$ cat config.mk
export PLATFORM = sky130hd
export DESIGN_NAME = wsg_pdiv_cell
export DESIGN_NICKNAME = d
export VERILOG_FILES = /design/src/rtl/wsg_pkg.sv /design/src/rtl/wsg_pdiv_cell.sv
export SDC_FILE = /design/constraint.sdc
export NUM_CORES = 1
export LEC_CHECK = 0
export BUFFER_PORTS_ARGS = -buffer_cell sky130_fd_sc_hd__buf_2
export CORE_AREA = 10 10 115 117
export CTS_CLUSTER_DIAMETER = 30
export DETAILED_ROUTE_END_ITERATION = 12
export DIE_AREA = 0 0 125 127
export MAX_ROUTING_LAYER = met4
export PLACE_DENSITY = 0.68
export SKIP_CTS_REPAIR_TIMING = 1
export SLEW_MARGIN = 40
export SYNTH_ARGS = -nofsm -noshare
export SYNTH_HDL_FRONTEND = slang
export SYNTH_SLANG_ARGS = --single-unit
$ cat constraint.sdc
create_clock -name clk -period 4.87 [get_ports clk]
set_input_delay 0.7305 -clock clk [delete_from_list [all_inputs] [get_ports clk]]
set_output_delay 0.7305 -clock clk [all_outputs]
set_load 0.03 [all_outputs]
$ cat src/rtl/wsg_pkg.sv
// Shared widths, codes and pipeline record types for the waveform sample generator.
package wsg_pkg;

  localparam int TB       = 32;
  localparam int TB_IW    = $clog2(TB);
  localparam int RATE_W   = 18;
  localparam int NOTE_W   = 16;
  localparam int AMP_W    = 16;
  localparam int HALF_W   = RATE_W - 1;
  localparam int SMP_W    = AMP_W + 1;
  localparam int NUM_W    = 3 * HALF_W;
  localparam int X_W      = NUM_W + AMP_W;
  localparam int POS_W    = 5;
  localparam int P_STEPS  = RATE_W;
  localparam int M_STEPS  = TB;
  localparam int Q_STEPS  = SMP_W;
  localparam int CIDX_W   = 2;
  localparam int CDATA_W  = RATE_W;

  localparam logic [RATE_W-1:0] RATE_RST = RATE_W'(44100);
  localparam logic [AMP_W-1:0]  AMP_RST  = AMP_W'(256);

  typedef enum logic [1:0] {
    MODE_SQUARE = 2'd0,
    MODE_SAW    = 2'd1,
    MODE_TRI    = 2'd2,
    MODE_POLY   = 2'd3
  } wave_mode_t;

  typedef enum logic [CIDX_W-1:0] {
    REG_SAMPLE_RATE = 2'd0,
    REG_PEAK_LEVEL  = 2'd1,
    REG_WAVE_MODE   = 2'd2,
    REG_UNUSED      = 2'd3
  } cfg_reg_t;

  typedef struct packed {
    logic              vld;
    logic [NOTE_W-1:0] note;
    logic [TB-1:0]     tm;
    logic [RATE_W-1:0] rem;
    logic [RATE_W-1:0] quo;
  } pdiv_t;

  typedef struct packed {
    logic              vld;
    logic [RATE_W-1:0] per;
    logic [TB-1:0]     tm;
    logic [RATE_W-1:0] rt;
    logic [HALF_W-1:0] ru;
  } pmod_t;

  typedef struct packed {
    logic             vld;
    logic             err;
    logic             flip;
    logic [X_W-1:0]   rem;
    logic [NUM_W-1:0] den;
    logic [SMP_W-1:0] quo;
  } qdiv_t;

endpackage

$ cat src/rtl/wsg_pdiv_cell.sv
// One restoring step of the period division sample_rate / note_hz.
module wsg_pdiv_cell (
  input  logic                         clk,
  input  logic                         rst,
  input  logic                         en,
  input  logic [wsg_pkg::POS_W-1:0]    pos,
  input  logic [wsg_pkg::RATE_W-1:0]   rate,
  input  wsg_pkg::pdiv_t               d,
  output wsg_pkg::pdiv_t               q
);

  logic [wsg_pkg::RATE_W:0] trial;
  logic [wsg_pkg::RATE_W:0] dvs;
  logic                     hit;
  wsg_pkg::pdiv_t           q_next;

  always_comb begin
    trial  = {d.rem, rate[pos]};
    dvs    = {{(wsg_pkg::RATE_W + 1 - wsg_pkg::NOTE_W){1'b0}}, d.note};
    hit    = (d.note != '0) && (trial >= dvs);
    q_next = d;
    if (hit) begin
      q_next.rem      = wsg_pkg::RATE_W'(trial - dvs);
      q_next.quo[pos] = 1'b1;
    end else begin
      q_next.rem = trial[wsg_pkg::RATE_W-1:0];
    end
  end

  always_ff @(posedge clk) begin
    if (rst) begin
      q.vld <= 1'b0;
    end else if (en) begin
      q.vld <= d.vld;
    end
    if (en) begin
      q.note <= q_next.note;
      q.tm   <= q_next.tm;
      q.rem  <= q_next.rem;
      q.quo  <= q_next.quo;
    end
  end

endmodule

# Word-level counts from Yosys, hierarchy flattened
# Index checks and enable logic that the tools add are counted.
# word_totals
reg_bits,85
latchBits,0
mem_bits_rw,0
mem_bits_ro,0
input_bits,111
output_inout_bits,85
elab_cells,19
mem_count,0
# op_classes
n_addsub,1
mul,0
div_mod_pow,0
order_cmp,3
eq_ne,0
shifts,0
n_mux,6
bitwise,1
n_reduce_logical,3
# op_table
operator,n
two-way mux 18 bit,2
greater-or-equal comparator 19 x 16 -> 1 bit,1
OR 18 bit,1
subtractor 18 x 16 -> 18 bit,1
nonzero test 16 bit,1
"< comparator 5 x 6 -> 1 bit, second input constant",1
binary-select mux 1 bit (select 5 bit),1
demux 1 bit (select 5 bit),1
"greater-or-equal comparator 5 x 1 -> 1 bit, second input constant",1
logical AND 1 bit,2
two-way mux 1 bit,2

# Logic depth before layout (Yosys ltp)
# Gate-level depths: netlist of the first run.
# logic_depth
depth_word,6
depth_mapped,14
ltp_nobuf,13

# Worst setup path before layout of the first run
# OpenSTA, ideal clock, no wires.
# synth_path
kind,in2reg
from,input port pos[0] in the netlist's numbering
to,register q[20] in the netlist's numbering (data pin)
setup_ns,0.260
arrival_ns,3.219
required_ns,4.610
setup_slack_ns,1.391
cell_stages,13
n_path_buf,2
path_cell_list,buf_2 > mux4_2 > mux2i_1 > nor3b_1 > nor2_1 > ha_1 > nor2b_1 > o211a_1 > o311ai_1 > and3_4 > o21ai_4 > buf_12 > mux2_4
# synth_lines
element,line,text
"start, declared",wsg_pdiv_cell.sv:6,"input logic [wsg_pkg::POS_W-1:0] pos,"
"end, declared",wsg_pdiv_cell.sv:9,output wsg_pkg::pdiv_t q

==> results of run 1 <==
[cell families (layout without fill, tap and decap cells)]
| group | Yosys count | in the layout | share of synthesized area (%) |
|---|---|---|---|
| AO/OA/AOI/OAI | 73 | 73 | 13.1 |
| XOR/XNOR | 11 | 11 | 2.27 |
| adder cells (fa/ha/maj) | 17 | 17 | 5.18 |
| buffers and inverters | 28 | 233 | 3.21 |
| flip-flops | 85 | 85 | 59.8 |
| multiplexers | 24 | 24 | 8.21 |
| AND/OR/NAND/NOR | 64 | 64 | 8.21 |
[worst max-delay path, delay by kind of cell]
kind / cells / cell delay [ns]
AO/OA/AOI/OAI: 5 / 1.13
multiplexers: 2 / 0.69
buffers and inverters: 2 / 0.53
AND/OR/NAND/NOR: 3 / 0.56
adder cells (fa/ha/maj): 1 / 0.20
[final cells by class]
cell class | instances | area share (%)
sequential | 85 | 44.9
multi-input combinational | 189 | 27.8
clock buffer | 9 | 3.98
clock inverter | 7 | 1.30
tap | 143 | 3.16
timing repair buffer | 196 | 17.5
inverter | 21 | 1.39
[placed cells by master, fill, tap and decap left out, types with 3 or more instances in the layout]
cell type and count:
a21o_1 5, a21oi_1 15, a31o_2 15, a41o_1 4, buf_2 194, clkbuf_16 9
clkinvlp_4 3, edfxtp_1 84, ha_1 16, inv_1 21, mux2_4 11, mux2i_1 6
mux4_2 4, nand2_1 11, nand3_1 4, nand4_1 3, nor2_1 15, nor2b_1 4
nor3_1 7, nor3b_1 6, nor4_1 4, o211ai_1 4, o21a_1 3, o21ai_0 8
o31ai_1 4, xnor2_1 6, xor2_1 5
[per-layer routing]
layer  vias to the layer above  wire [µm]
met5                         -          0
met4                         0        334
met3                        21        765
met2                       123       6540
met1                      1532       4970
li1                       1587          -
[metrics by stage]
stage               instance area [µm²]  setup WS (ns)  instances  utilization, %  hold WS (ns)
floorplan                          4250           1.39        302               -         0.630
global placement                   5360          0.870        634            48.2         0.473
detailed placement                 5360          0.739        634            48.2         0.492
CTS                                5660           1.10        650            50.9         0.507
global route                       5660          0.954        650            50.9         0.545
finish                             5660           1.13        650            50.9         0.500
[worst paths after layout]
check,cells past startpoint,endpoint,slack [ns],start
max,13,q[17],1.13,pos[0]
min,2,q[84],0.50,q[84]
max reg2reg,2,q[84],4.28,q[84]
min reg2reg,2,q[84],0.50,q[84]
[where the power goes]
part | leakage [nW] | switching (mW) | internal (mW) | total (mW)
logic | 1.54 | 0.310 | 0.179 | 0.489
clock network | 0.136 | 0.286 | 0.399 | 0.685
registers | 0.831 | 0.0157 | 0.889 | 0.904
total | 2.51 | 0.611 | 1.47 | 2.08
==> summary.md, run 1 <==
| Metric | Value |
|---|---|
| Status | `finished clean` |
| Hold WC Path Type | `reg -> reg` |
| Top Registers | `q x85` |
| Detail Placement HPWL | `10.1 mm` |
| Multi-input gate area | `0.00157 mm²` |
| CP max stage delay | `0.54 ns` |
| Routed Antenna Nets | `0` |
| Vias after detailed routing | `3263` |
| Crit-path max FO | `18` |
| Fmax achieved | `267 MHz` |
| Syn_area_per_cell | `14.1 µm²` |
| Setup crit start kind | `input port` |
| Slew Limit Headroom | `47.9%` |
| Fin. max-slew vios | `0` |
| Largest area contributor in the netlist | `edfxtp_1` |
| Max cap viols | `0` |
| Syn Nets | `430` |
| Met3 Use GR | `3.60%` |
| Clock Sinks | `85` |
| Cell count after synthesis | `302` |
| Number of synthesized register bits | `85` |
| Register area | `0.00254 mm²` |
| Post-synth top area share | `59.3%` |
| Starting Density | `38.2%` |
| Ranking of synthesized cells by area | `edfxtp_1 59%, ha_1 4.7%, mux2_4 3.9%` |
| EDFF count, synth | `84` |
| Synth Warn # | `0` |
| H-tree depth | `3` |
| WP data arrival | `3.84 ns` |
| Most used DFF post-synth | `edfxtp_1` |
| Largest net degree at the start of global routing | `86` |
| Syn-to-layout area delta | `33.2%` |
| Vias in the first global route | `3579` |
| Synth async-reset ratio | `0%` |
| Port Buffers | `195` |
| Number of fill cells | `1007` |
| Num CTS Buffers | `9` |
| Number of flip-flops in the largest register | `85` |
| Worst-Margin Slew | `0.781 ns` |
| Setup TNS | `0 ns` |
| Fin nets | `630` |
| CTS tree | `done` |
| Max clock buf depth | `2` |
| Setup violators final | `0` |
| GRT Overall Usage | `15.6%` |
| CORE AREA | `0.0111 mm²` |
| Sequential-to-total area share from yosys stat | `59.8%` |
| Min Tclk post-route | `3.74 ns` |
| Clock Skew | `0 ns` |
| Clock transition at the registers of the reported paths | `0.07 ns` |
| M1 GR Usage | `16.7%` |
| Final hold violations | `0` |
| Overflow after GRT | `0` |
| # diodes | `0` |
| Unrepaired setup endpoints after global routing | `false` |
| Biggest register | `q` |
| GR Util met2 | `26.7%` |
| Critical Path RT | `4.97 ns` |
| Initial antenna violation count | `0` |
| Post-Syn Area | `0.00425 mm²` |
| Area of the die | `0.0159 mm²` |
| Worst-Skew Late Latency | `0.33 ns` |
| GR peak layer | `met2` |
| IO Pins | `196` |
| Crit-path slowest cell | `mux4_2` |
| Pwr Density | `367 mW/mm²` |
| TritonRoute pass-1 iters | `4` |
| DRC Markers | `0` |
| Total Power | `2.08 mW` |
| Die Ht | `127 µm` |
| Starting DRT DRC Count | `209` |
| First-pass GRT wire length | `19.2 mm` |
| Final wirelength | `12.6 mm` |
| CP cell instances | `buf_2 -> mux4_2 -> mux2i_1 -> o32ai_1 -> nor2_1 -> ha_1 -> nor2b_1 -> o211a_1 -> o311ai_1 -> and3_4 -> o21ai_4 -> buf_4 -> a31o_2` |
| Leakage | `2.51 nW` |
| VDD IR max | `0.181 mV` |
| WL per Instance | `19.4 µm` |
| Drt via density | `5.02` |
| Clock root buffer | `clkbuf_16` |
| Most frequent cell after synthesis | `edfxtp_1` |
| Die X-Extent | `125 µm` |
| Std cell rows | `39` |
| Commonest cells in the synthesized netlist | `84 x edfxtp_1, 21 x inv_1, 16 x ha_1` |
| Post-synth cell types | `53` |
| Layout cells sized above 1 | `49.5%` |
| Kind of end point of the critical path | `register` |
| Crit path kind | `in -> reg` |
| GP Congestion | `0.850` |
| Post-route clock period utilization | `76.9%` |
Note: power is estimated with default switching activity, not from simulation.
==> run 2, diff against run 1 <==
clock period = 3.5 ns   (was 4.87 ns; I/O delays follow)
==> run 2 against run 1 <==
Effect of this change:
- via count up 4.8%
- final cell count increased by 2.3%
- largest power group unchanged
- die area unchanged
- register-to-register slack lost 1.4 ns
- setup slack lost 0.87 ns
- highest routed layer unchanged
- largest cell class unchanged
==> summary.md, run 2 (synthesis gave the netlist of run 1 again) <==
| Metric | Value |
|---|---|
| Status | `finished clean` |
| Sw Share | `27.8% (-1.7 points)` |
| GRT Overall Usage | `15.7% (+0.083 points)` |
| Pwr Density | `520 mW/mm² (+42%)` |
| Switching power | `0.843 mW (+38%)` |
| WL per Instance | `19.2 µm (-1.3%)` |
| Clock root buffer | `clkbuf_16` |
| Die X-Extent | `125 µm (unchanged)` |
| Fin. max-slew vios | `0 (unchanged)` |
| Clock transition at the registers of the reported paths | `0.06 ns (about the same)` |
| Fin nets | `645 (+2.4%)` |
| WP data arrival | `3.32 ns (-0.52 ns)` |
| GP Congestion | `0.868 (+2.1%)` |
| Routed Antenna Nets | `0 (unchanged)` |
| Final hold violations | `0 (unchanged)` |
| Biggest register | `q` |
| First-pass GRT wire length | `19.5 mm (+1.3%)` |
| Top routing layer in use | `met4` |
| Vias in the first global route | `3672 (+2.6%)` |
| Fin area | `0.00584 mm² (+3.2%)` |
| CTS tree | `done` |
| Starting Density | `38.2% (unchanged)` |
| Most frequent cells in the layout | `194 x buf_2, 84 x edfxtp_1, 21 x inv_1` |
| Worst-Skew Late Latency | `0.33 ns (about the same)` |
| Clock Sinks | `85 (unchanged)` |
| Number of fill cells | `976 (-3.1%)` |
| Most common cell after layout, fill and taps aside | `buf_2` |
| Crit-path max FO | `5 (-13)` |
| Top Registers | `q x85` |
| Worst-Margin Slew | `0.826 ns (+0.0449 ns)` |
| Min Tclk post-route | `3.24 ns` |
| Max clock buf depth | `2 (unchanged)` |
| Clock Power Share | `35.6% (+2.7 points)` |
| Largest net degree at the start of global routing | `86 (unchanged)` |
| Critical Path RT | `3.58 ns (-1.39 ns)` |
| Drt via density | `5.14 (+2.4%)` |
| Std cell rows | `39 (unchanged)` |
| Met3 wire length | `700 µm (-8.5%)` |
| Slew Limit Headroom | `44.9% (-3.0 points)` |
| Setup TNS | `0 ns (unchanged)` |
| Fmax achieved | `309 MHz` |
| Leakage | `2.62 nW (+4.5%)` |
| Die Ht | `127 µm (unchanged)` |
| Logic pwr share | `22.9% (-0.6 points)` |
| Clock Skew | `0 ns (unchanged)` |
| Final wirelength | `12.7 mm (+1.0%)` |
| Reg2Reg Setup Slack | `2.91 ns (-1.37 ns)` |
| DP Area | `0.00546 mm² (+1.8%)` |
| Port Buffers | `195 (unchanged)` |
| Overflow after GRT | `0 (unchanged)` |
| Unrepaired setup endpoints after global routing | `false` |
| Detail Placement HPWL | `10.2 mm (+0.28%)` |
| H-tree depth | `3 (unchanged)` |
| Syn-to-layout area delta | `37.4%` |
| Hold WC Path Type | `in -> reg` |
| Post-route clock period utilization | `92.6%` |
| Total Power | `3.04 mW (+46%)` |
| Metal-1 WL | `5.15 mm (+3.8%)` |
| Initial antenna violation count | `1 (+1)` |
| Area of the die | `0.0159 mm² (unchanged)` |
| Setup violators final | `0 (unchanged)` |
| DRC Markers | `0 (unchanged)` |
| Crit path kind | `in -> reg` |
| CORE AREA | `0.0111 mm² (unchanged)` |
| Kind of end point of the critical path | `register` |
| TritonRoute pass-1 iters | `4 (unchanged)` |
| Vias after detailed routing | `3419 (+4.8%)` |
| Max cap viols | `0 (unchanged)` |
| Met2 Wirelength | `6.51 mm (-0.52%)` |
| IO Pins | `196 (unchanged)` |
| Setup crit start kind | `input port` |
| Starting DRT DRC Count | `226 (+8.1%)` |
| VDD IR max | `0.232 mV (+28%)` |
| Layout cells sized above 1 | `51.1% (+1.5 points)` |
| Number of flip-flops in the largest register | `85 (unchanged)` |
| Num CTS Buffers | `9 (unchanged)` |
| Internal | `2.19 mW (+50%)` |
| Seq pwr share | `41.5% (-2.0 points)` |
[run 2: cell types whose count changed in the layout (fill, tap and decap cells not counted), moves of 2 or more]
cell        delta
buf_12         +2
clkinvlp_4     -3
inv_6          -2
buf_4         +13
bufinv_16      +2
clkinv_4       +2
[run 2: cell type report]
type | count | area [µm²] | area share [%]
sequential | 85 | 2540 | 43.5
multi-input combinational | 189 | 1570 | 26.9
timing repair buffer | 211 | 1130 | 19.3
clock buffer | 9 | 225 | 3.86
tap | 143 | 179 | 3.06
clock inverter | 6 | 113 | 1.93
inverter | 21 | 78.8 | 1.35
antenna | 1 | 2.50 | 0.0429
[run 2: through the flow]
stage	setup slack [ns]	util, %	hold slack, ns	instances
3_3_place_gp	-0.127	49.0	0.473	647
6_report	0.260	52.5	0.343	665
4_1_cts	0.0464	52.1	0.330	662
5_1_grt	0.0799	52.5	0.347	665
3_5_place_dp	-0.273	49.1	0.493	647
2_1_floorplan	0.226	-	0.597	302
[run 2: final timing paths]
check / startpoint / to / depth (start not counted)
max: pos[0] / q[32] / 14
min: rst / q[84] / 2
max reg2reg: q[84] / q[84] / 2
min reg2reg: q[84] / q[84] / 2
[run 2: power groups by stage]
stage / Clock, mW / Sequential [mW] / Combinational, mW
after floorplan: 0 / 1.49 / 0.239
final: 1.08 / 1.26 / 0.696
after CTS: 1.10 / 1.26 / 0.699
after detailed placement: 0 / 1.28 / 0.697
after global placement: 0 / 1.28 / 0.690
after global routing: 1.15 / 1.27 / 0.748
[run 2: worst max-delay path: stages]
cell      delay [ns]
buf_2           0.17
mux4_2          0.51
mux2i_1         0.14
o32ai_1         0.09
nor2_1          0.21
ha_1            0.20
inv_1           0.05
fa_1            0.38
nand3_1         0.10
a21oi_1         0.11
o21ai_1         0.24
nand3b_1        0.12
xor2_1          0.15
mux2_1          0.30
[run 2: metal layers]
layer / up-vias / GRT usage [%]
met5: - / -
met4: 0 / 7.59
met3: 25 / 3.31
met2: 125 / 26.5
met1: 1647 / 17.4
li1: 1622 / -
