### src/rtl/wsg_pkg.sv
// Shared widths, codes and pipeline record types for the waveform sample generator.
package wsg_pkg;

  localparam int TB       = 32;
  localparam int TB_IW    = $clog2(TB);
  localparam int RATE_W   = 18;
  localparam int NOTE_W   = 16;
  localparam int AMP_W    = 16;
  localparam int HALF_W   = RATE_W - 1;
  localparam int SMP_W    = AMP_W + 1;
  localparam int NUM_W    = 3 * HALF_W;
  localparam int X_W      = NUM_W + AMP_W;
  localparam int POS_W    = 5;
  localparam int P_STEPS  = RATE_W;
  localparam int M_STEPS  = TB;
  localparam int Q_STEPS  = SMP_W;
  localparam int CIDX_W   = 2;
  localparam int CDATA_W  = RATE_W;

  localparam logic [RATE_W-1:0] RATE_RST = RATE_W'(44100);
  localparam logic [AMP_W-1:0]  AMP_RST  = AMP_W'(256);

  typedef enum logic [1:0] {
    MODE_SQUARE = 2'd0,
    MODE_SAW    = 2'd1,
    MODE_TRI    = 2'd2,
    MODE_POLY   = 2'd3
  } wave_mode_t;

  typedef enum logic [CIDX_W-1:0] {
    REG_SAMPLE_RATE = 2'd0,
    REG_PEAK_LEVEL  = 2'd1,
    REG_WAVE_MODE   = 2'd2,
    REG_UNUSED      = 2'd3
  } cfg_reg_t;

  typedef struct packed {
    logic              vld;
    logic [NOTE_W-1:0] note;
    logic [TB-1:0]     tm;
    logic [RATE_W-1:0] rem;
    logic [RATE_W-1:0] quo;
  } pdiv_t;

  typedef struct packed {
    logic              vld;
    logic [RATE_W-1:0] per;
    logic [TB-1:0]     tm;
    logic [RATE_W-1:0] rt;
    logic [HALF_W-1:0] ru;
  } pmod_t;

  typedef struct packed {
    logic             vld;
    logic             err;
    logic             flip;
    logic [X_W-1:0]   rem;
    logic [NUM_W-1:0] den;
    logic [SMP_W-1:0] quo;
  } qdiv_t;

endpackage

### src/rtl/wsg_mod_cell.sv
// One restoring step of the phase remainders: time mod period and time mod half-period.
module wsg_mod_cell (
  input  logic                      clk,
  input  logic                      rst,
  input  logic                      en,
  input  logic [wsg_pkg::TB_IW-1:0] pos,
  input  wsg_pkg::pmod_t            d,
  output wsg_pkg::pmod_t            q
);

  logic [wsg_pkg::RATE_W:0]   trial_t;
  logic [wsg_pkg::HALF_W:0]   trial_u;
  logic [wsg_pkg::HALF_W-1:0] half;
  wsg_pkg::pmod_t             q_next;

  always_comb begin
    half    = d.per[wsg_pkg::RATE_W-1:1];
    trial_t = {d.rt, d.tm[pos]};
    trial_u = {d.ru, d.tm[pos]};
    q_next  = d;
    if (trial_t >= {1'b0, d.per}) begin
      q_next.rt = wsg_pkg::RATE_W'(trial_t - {1'b0, d.per});
    end else begin
      q_next.rt = trial_t[wsg_pkg::RATE_W-1:0];
    end
    if (trial_u >= {1'b0, half}) begin
      q_next.ru = wsg_pkg::HALF_W'(trial_u - {1'b0, half});
    end else begin
      q_next.ru = trial_u[wsg_pkg::HALF_W-1:0];
    end
  end

  always_ff @(posedge clk) begin
    if (rst) begin
      q.vld <= 1'b0;
    end else if (en) begin
      q.vld <= d.vld;
    end
    if (en) begin
      q.per <= q_next.per;
      q.tm  <= q_next.tm;
      q.rt  <= q_next.rt;
      q.ru  <= q_next.ru;
    end
  end

endmodule

### config.mk
export PLATFORM = sky130hd
export DESIGN_NAME = wsg_mod_cell
export DESIGN_NICKNAME = d
export VERILOG_FILES = /design/src/rtl/wsg_pkg.sv /design/src/rtl/wsg_mod_cell.sv
export SDC_FILE = /design/constraint.sdc
export NUM_CORES = 1
export LEC_CHECK = 0
export BUFFER_PORTS_ARGS = -buffer_cell sky130_fd_sc_hd__buf_4
export CAP_MARGIN = 20
export CORE_MARGIN = 5
export CORE_UTILIZATION = 55
export DETAILED_ROUTE_END_ITERATION = 10
export HOLD_SLACK_MARGIN = 0.02
export PLACE_DENSITY = 0.93
export SETUP_SLACK_MARGIN = 0.02
export SLEW_MARGIN = 0
export SYNTH_ARGS = -nofsm -noshare
export SYNTH_HDL_FRONTEND = slang
export SYNTH_SLANG_ARGS = --single-unit
### constraint.sdc
create_clock -name clk -period 10.5 [get_ports clk]
set_clock_uncertainty 0.15 [all_clocks]
set_input_delay 1.575 -clock clk [delete_from_list [all_inputs] [get_ports clk]]
set_output_delay 1.575 -clock clk [all_outputs]
set_load 0.05 [all_outputs]
==> Word level (Yosys, flattened, before mapping) <==
Cells that the tools add are included.
{ "word_totals": {"ff_bits": 86, "input_bits": 94, "output_inout_bits": 86, "word_cells": 14} }
{ "classes": {"n_lt_le_gt_ge": 3, "add_sub_neg": 2, "n_mux": 4} }
{ "ops": {"columns": ["operator", "count"], "rows": [
  ["19-bit by 18-bit >= comparator with 1-bit output", 1],
  ["18-bit by 17-bit >= comparator with 1-bit output", 1],
  ["18-bit two-way mux", 1],
  ["18-bit subtractor", 1],
  ["17-bit two-way mux", 1],
  ["17-bit subtractor", 1],
  ["5-bit by 6-bit less-than comparator with 1-bit output, second input constant", 1],
  ["1-bit binary-select mux with 5-bit select", 1],
  ["1-bit two-way mux", 1]
]} }

==> Depth between registers and ports, before layout <==
Gate-level depths: netlist of the first run.
{ "depth": {"word_depth": 4, "depth_mapped": 14, "mapped_depth_nobuf": 12} }

==> Least setup slack after synthesis of the first run <==
Ideal clock, no wire load.
{ "synth_timing": {"kind": "input-to-reg", "startpoint": "in pos[0] in the netlist's numbering", "endpoint": "reg q[1] in the netlist's numbering, data pin", "n_path_buf": 2, "stages": 14, "t_arrival_ns": 5.569, "setup_ns": 0.260, "slack_ns": 4.521, "required_time_ns": 10.090, "cell_sequence": "clkbuf_1 -> mux4_2 -> mux4_2 -> mux2i_1 -> ha_1 -> inv_1 -> fa_1 -> a211oi_1 -> o211ai_1 -> o211a_1 -> o31ai_2 -> and2_0 -> buf_2 -> mux2_2"} }
{ "synth_rtl": {"columns": ["element", "line_no", "source"], "rows": [
  ["start, declared", "wsg_mod_cell.sv:6", "input logic [wsg_pkg::TB_IW-1:0] pos,"],
  ["end, declared", "wsg_mod_cell.sv:8", "output wsg_pkg::pmod_t q"]
]} }

==> flow_metrics.env, run 1 <==
export IMPL_yosysTopAreaCell="edfxtp_1"
export IMPL_powerDensity_nw_per_um2=160
export IMPL_drt_wirelength_per_cell_um=20.7
export IMPL_ir_worst_vdd_uv=91.7
export IMPL_die_h_um=108
export IMPL_ys_warnings_count=0
export IMPL_synth_edf_count=85
export IMPL_muxShareOfSynthArea_pct=11.5
export IMPL_rows=35
export IMPL_worstSetupStartpoint="pos[0]"
export IMPL_synthSimpleGateAreaFrac_pct=8.37
export IMPL_cts_sinks=86
export IMPL_finalNetCount=735
export IMPL_synth_common_cells="85 x edfxtp_1, 35 x ha_1, 29 x inv_1, 26 x a21oi_1, 20 x nand2_1"
export IMPL_dp_hpwl_um=12100
export IMPL_r2r_cells=2
export IMPL_cp_start_kind="input pin"
export IMPL_fin_crit_sh_pct=58.3
export IMPL_setup_tns_ns=0
export IMPL_leakage_nw=2.99
export IMPL_dieArea_um2=11600
export IMPL_htreeDepth=3
export IMPL_synth_yosys_seq_area_share_pct=48.9
export IMPL_cts_resized=0
export IMPL_ys_top_cells_by_area="edfxtp_1 49%, ha_1 8.3%, mux4_2 4.3%, mux2_2 3.9%, xnor2_1 2.8%"
export IMPL_antennaDiodeCount=0
export IMPL_post_cts_buffers=0
export IMPL_die_w_um=108
export IMPL_rsz0062_at_grt="false"
export IMPL_routed_wl_um=15300
export IMPL_crit_path_top_delay_cell="o31ai_2"
export IMPL_cts_hold_buffers=0
export IMPL_fin_cells=738
export IMPL_drt_iter0_drc=376
export IMPL_asyncSetResetFlopFracSynth_pct=0
export IMPL_r2r_start="q[85]"
export IMPL_ant_nets=0
export IMPL_pin_count=180
export IMPL_syn_area_um2=5260
export IMPL_dr_pass1_iters=6
export IMPL_gr_total_overflow=0
export IMPL_hold_path_end="q[85]"
export IMPL_slowest_delay_ns=0.56
export IMPL_path_common_cell="mux4_2"
export IMPL_vias=4456
export IMPL_placed_cells=722
export IMPL_drive_gt1_share_pct=39.7
export IMPL_ys_types=60
export IMPL_drv_slew=0
export IMPL_drv_cap=0
export IMPL_cts_root_buf="clkbuf_8"
export IMPL_crit_fanout=9
export IMPL_worstPathRequired_ns=10.47
export IMPL_slew_headroom_pct=26.0
export IMPL_clock_latency_ns=0.37
export IMPL_setup_violations=0
export IMPL_syn_avg_cell_area_um2=12.4
export IMPL_holdCritPathClass="reg2reg"
export IMPL_grt_pass1_vias=4427
export IMPL_num_fill_cells=629
export IMPL_max_clock_path_buffers=2
export IMPL_antenna_found_initial=0
export IMPL_port_buffers=179
export IMPL_cts_buffers=9
export IMPL_hold_viol=0
export IMPL_r2r_slack_ns=9.76
export IMPL_cp_cell_sequence="buf_4 -> mux4_2 -> mux4_2 -> mux2i_1 -> ha_1 -> inv_1 -> fa_1 -> a211oi_1 -> o211ai_1 -> o211a_1 -> o31ai_2 -> and2_0 -> mux2_2"
export IMPL_endpoint_kind="register"
export IMPL_worstPathArrival_ns=6.09
export IMPL_synth_seq_cells=86
export IMPL_worstHoldPathCells=2
export IMPL_min_from="q[85]"
export IMPL_grt_usage_pct=26.0
export IMPL_grt_pass1_wl_um=23200
export IMPL_core_area_um2=9280
export IMPL_multi_input_area_um2=2490
export IMPL_synth_compound_area_share_pct=14.6
export IMPL_largest_reg_flops=86
export IMPL_drcViolationCount=0
export IMPL_r2r_end="q[85]"
export IMPL_start_util_pct=56.7
export IMPL_post_route_min_period_ns=6.12
export IMPL_regArea_um2=2570
export IMPL_synth_top_family_by_area="compound AO/OA/AOI/OAI gates"
export IMPL_post_synth_top_count_cell="edfxtp_1"
export IMPL_cts_tree="done"
export IMPL_grt_max_degree=87
export IMPL_synth_ff_type="edfxtp_1"
export IMPL_via_per_inst=6.04
export IMPL_critPathKind="in2reg"
export IMPL_synth_top_area_share_pct=48.5
export IMPL_synth_xor_area_share_pct=3.83
export IMPL_outcome="finished clean"
export IMPL_synthAdderAreaFrac_pct=9.08
export IMPL_place_gp_congestion=0.994
export IMPL_synthCells=425
export IMPL_fmax_mhz=163
export IMPL_top_regs="q (86)"
export IMPL_clkTransAtPathRegs_ns=0.10
export IMPL_largest_register="q"
export IMPL_tightest_slew_ns=1.11
export IMPL_area_growth_pct=30.9
export IMPL_syn_num_nets=556
==> per-stage QoR <==
step	worst slack [ns]	utilization (%)	total power, mW	cell area, um^2	hold WS, ns
finish	4.38	74.2	1.10	6890	0.359
global route	4.14	74.2	1.14	6890	0.426
CTS	4.45	74.2	1.10	6890	0.365
detailed placement	4.11	72.0	0.859	6690	0.342
global placement	4.33	72.0	0.848	6690	0.326
floorplan	4.52	-	0.726	5260	0.583
==> kinds of logic (layout without fill, tap and decap cells) <==
logic type                 after synthesis  after routing
AOI/OAI and AO/OA                      110            110
xor gates and xnor gates                23             23
muxes                                   42             42
and+or+nand+nor                         86             86
buffers and inverters                   41            225
adders and majority gates               37             37
DFF                                     86             86
==> worst max-delay path: cells and delay by family <==
| family | cells | cell delay (ns) |
|---|---|---|
| buffers and inverters | 2 | 0.26 |
| and+or+nand+nor | 1 | 0.47 |
| adders and majority gates | 2 | 0.71 |
| AOI/OAI and AO/OA | 4 | 1.24 |
| muxes | 4 | 1.82 |
==> layout make-up <==
cell class | count | area share (%)
clock buffers | 9 | 1.80
well taps | 129 | 2.34
repair buffers | 180 | 19.6
inverters | 29 | 1.58
multi-input cells | 298 | 36.2
clock inverters | 7 | 1.13
flip-flops and latches | 86 | 37.3
==> power by group <==
group          leakage (nW)  switching [mW]  internal (mW)
registers             0.840          0.0124          0.426
clock network         0.106           0.133          0.113
logic                  2.04           0.265          0.153
total                  2.99           0.411          0.692
==> worst max path at each step <==
stage / end / depth (start not counted)
after floorplan: q[1] / 14
after global placement: q[1] / 13
after detailed placement: q[1] / 13
after CTS: q[1] / 13
after global routing: q[1] / 13
final: q[1] / 13
==> layer usage <==
layer	vias to the layer above	track usage [%]	part of all wire, %	routed length (um)
met1	2110	32.6	38	5760
met2	273	44.1	50	7710
met4	0	8.57	3.1	481
met3	57	6.30	8.7	1330
li1	2016	-	-	-
met5	-	0	0	0
==> cells in the final DEF (no fill, tap or decap), drive strengths merged, types with 9 or more instances in the layout <==
cell type	count
buf	180
edfxtp	85
ha	35
inv	32
a21oi	26
mux2	25
nand2	20
o21ai	19
xnor2	17
nor2	15
nand3	13
a21o	11
mux4	10
nand4	9
clkbuf	9
(Power assumes the default switching activity.)
==> inputs of run 2 (changes only) <==
--- a/config.mk
+++ b/config.mk
@@ -8,10 +8,10 @@
 export BUFFER_PORTS_ARGS = -buffer_cell sky130_fd_sc_hd__buf_4
 export CAP_MARGIN = 20
 export CORE_MARGIN = 5
-export CORE_UTILIZATION = 55
+export CORE_UTILIZATION = 46
 export DETAILED_ROUTE_END_ITERATION = 10
 export HOLD_SLACK_MARGIN = 0.02
-export PLACE_DENSITY = 0.93
+export PLACE_DENSITY = 0.84
 export SETUP_SLACK_MARGIN = 0.02
 export SLEW_MARGIN = 0
 export SYNTH_ARGS = -nofsm -noshare
==> constraint.sdc (replaced) <==
create_clock -name clk -period 5.6 [get_ports clk]
set_clock_uncertainty 0.15 [all_clocks]
set_input_delay 0.84 -clock clk [delete_from_list [all_inputs] [get_ports clk]]
set_output_delay 0.84 -clock clk [all_outputs]
set_load 0.05 [all_outputs]
==> run 2 against run 1 <==
  * Cell count is 2.4% higher
  * Combinational power grew 88%
  * Clock power grew to 2.8 times the previous value
  * Power up 110%
  * Critical path type unchanged
  * Critical endpoint is now q[12]
  * Largest power group unchanged
==> flow_metrics.env, run 2 (same netlist as run 1, synthesis figures left out) <==
export IMPL_antenna_found_initial=0
export IMPL_routed_wl_um=15400
export IMPL_r2r_slack_ns=4.86
export IMPL_gr_total_overflow=0
export IMPL_dp_hpwl_um=12300
export IMPL_outcome="finished clean"
export IMPL_fmax_mhz=212
export IMPL_drv_cap=0
export IMPL_cts_tree="done"
export IMPL_setup_violations=0
export IMPL_pin_count=180
export IMPL_htreeDepth=3
export IMPL_post_cts_buffers=0
export IMPL_drv_slew=0
export IMPL_cts_root_buf="clkbuf_16"
export IMPL_ir_worst_vdd_uv=303
export IMPL_drt_wirelength_per_cell_um=20.4
export IMPL_place_gp_congestion=0.894
export IMPL_critPathKind="in2reg"
export IMPL_holdCritPathClass="reg2reg"
export IMPL_vias=4320
export IMPL_die_w_um=117
export IMPL_rows=39
export IMPL_cts_buffers=9
export IMPL_clock_latency_ns=0.35
export IMPL_fin_crit_sh_pct=84.4
export IMPL_worstPathArrival_ns=4.68
export IMPL_final_util_pct=62.7
export IMPL_worstPathRequired_ns=5.55
export IMPL_tightest_slew_ns=0.755
export IMPL_antennaDiodeCount=0
export IMPL_port_buffers=179
export IMPL_top_regs="q (86)"
export IMPL_grt_pass1_vias=4208
export IMPL_ant_nets=0
export IMPL_via_per_inst=5.71
export IMPL_start_util_pct=46.5
export IMPL_crit_fanout=9
export IMPL_largest_register="q"
export IMPL_grt_max_degree=87
export IMPL_post_route_min_period_ns=4.73
export IMPL_grt_usage_pct=22.3
export IMPL_max_clock_path_buffers=2
export IMPL_finalNetCount=739
export IMPL_slew_headroom_pct=49.4
export IMPL_clkTransAtPathRegs_ns=0.06
export IMPL_cp_start_kind="input pin"
export IMPL_area_growth_pct=34.9
export IMPL_core_area_um2=11300
export IMPL_powerDensity_nw_per_um2=325
export IMPL_drt_iter0_drc=357
export IMPL_leakage_nw=3.07
export IMPL_dieArea_um2=13700
export IMPL_final_common_cell="buf_4"
export IMPL_cts_sinks=86
export IMPL_hold_viol=0
export IMPL_layout_common_cells="183 x buf_4, 85 x edfxtp_1, 35 x ha_1, 29 x inv_1, 26 x a21oi_1"
export IMPL_largest_reg_flops=86
export IMPL_setup_tns_ns=0
export IMPL_cts_resized=0
export IMPL_grt_pass1_wl_um=22700
export IMPL_cts_hold_buffers=0
export IMPL_endpoint_kind="register"
export IMPL_drcViolationCount=0
export IMPL_dr_pass1_iters=5
export IMPL_rsz0062_at_grt="false"
export IMPL_drive_gt1_share_pct=40.1
export IMPL_die_h_um=117
[run 2: cell count changes in the layout (fill, tap and decap cells not counted), sizes merged]
cell | previous run | this run
buf | 180 | 184
bufinv | 1 | 3
clkinv | 3 | 1
clkinvlp | 0 | 1
inv | 32 | 31
[run 2: area by class of cell]
| type | count | area, um^2 |
|---|---|---|
| clock buffer | 9 | 225 |
| inverter | 29 | 109 |
| timing repair buffer | 184 | 1400 |
| clock inverter | 7 | 120 |
| multi-input combinational | 298 | 2490 |
| fill | 917 | 4220 |
| sequential | 86 | 2570 |
| tap | 143 | 179 |
[run 2: worst max-delay path, stage by stage]
cell and delay, ns:
buf_4 0.18, mux4_2 0.52, mux4_2 0.48, mux2i_1 0.26, ha_1 0.23, inv_1 0.06, fa_1 0.42, a211oi_1 0.31
o211ai_1 0.18, o211a_1 0.19, o31ai_2 0.26, nand2_1 0.33, mux2_2 0.41
[run 2: worst paths after layout]
path / start / end / cells past startpoint
setup / recovery: pos[0] / q[12] / 13
hold / removal: q[85] / q[85] / 2
setup reg to reg: q[85] / q[85] / 2
hold reg to reg: q[85] / q[85] / 2
[run 2: per-stage QoR]
| stage | area (um^2) | total power, mW | hold slack, ns | cells | setup WS, ns |
|---|---|---|---|---|---|
| floorplan | 5260 | 1.36 | 0.583 | 425 | 0.356 |
| global placement | 6730 | 1.60 | 0.325 | 739 | 0.635 |
| detailed placement | 6730 | 1.61 | 0.348 | 739 | 0.513 |
| CTS | 7070 | 2.32 | 0.363 | 755 | 0.869 |
| global route | 7100 | 2.40 | 0.392 | 756 | 0.659 |
| finish | 7100 | 2.31 | 0.359 | 756 | 0.873 |
[run 2: layer usage]
layer	vias up	track usage, %	routed length, um	share of wire [%]
met1	2066	27.4	6040	39
met4	0	7.49	337	2.2
met2	198	37.7	7530	49
met5	-	0	0	0
met3	22	6.43	1540	9.9
li1	2034	-	-	-
[run 2: where the power goes]
group	total (mW)	internal [mW]	leakage, nW	switching (mW)
sequential	0.820	0.798	0.840	0.0220
combinational	0.784	0.291	2.07	0.494
clock	0.701	0.438	0.166	0.263
total	2.31	1.53	3.07	0.778
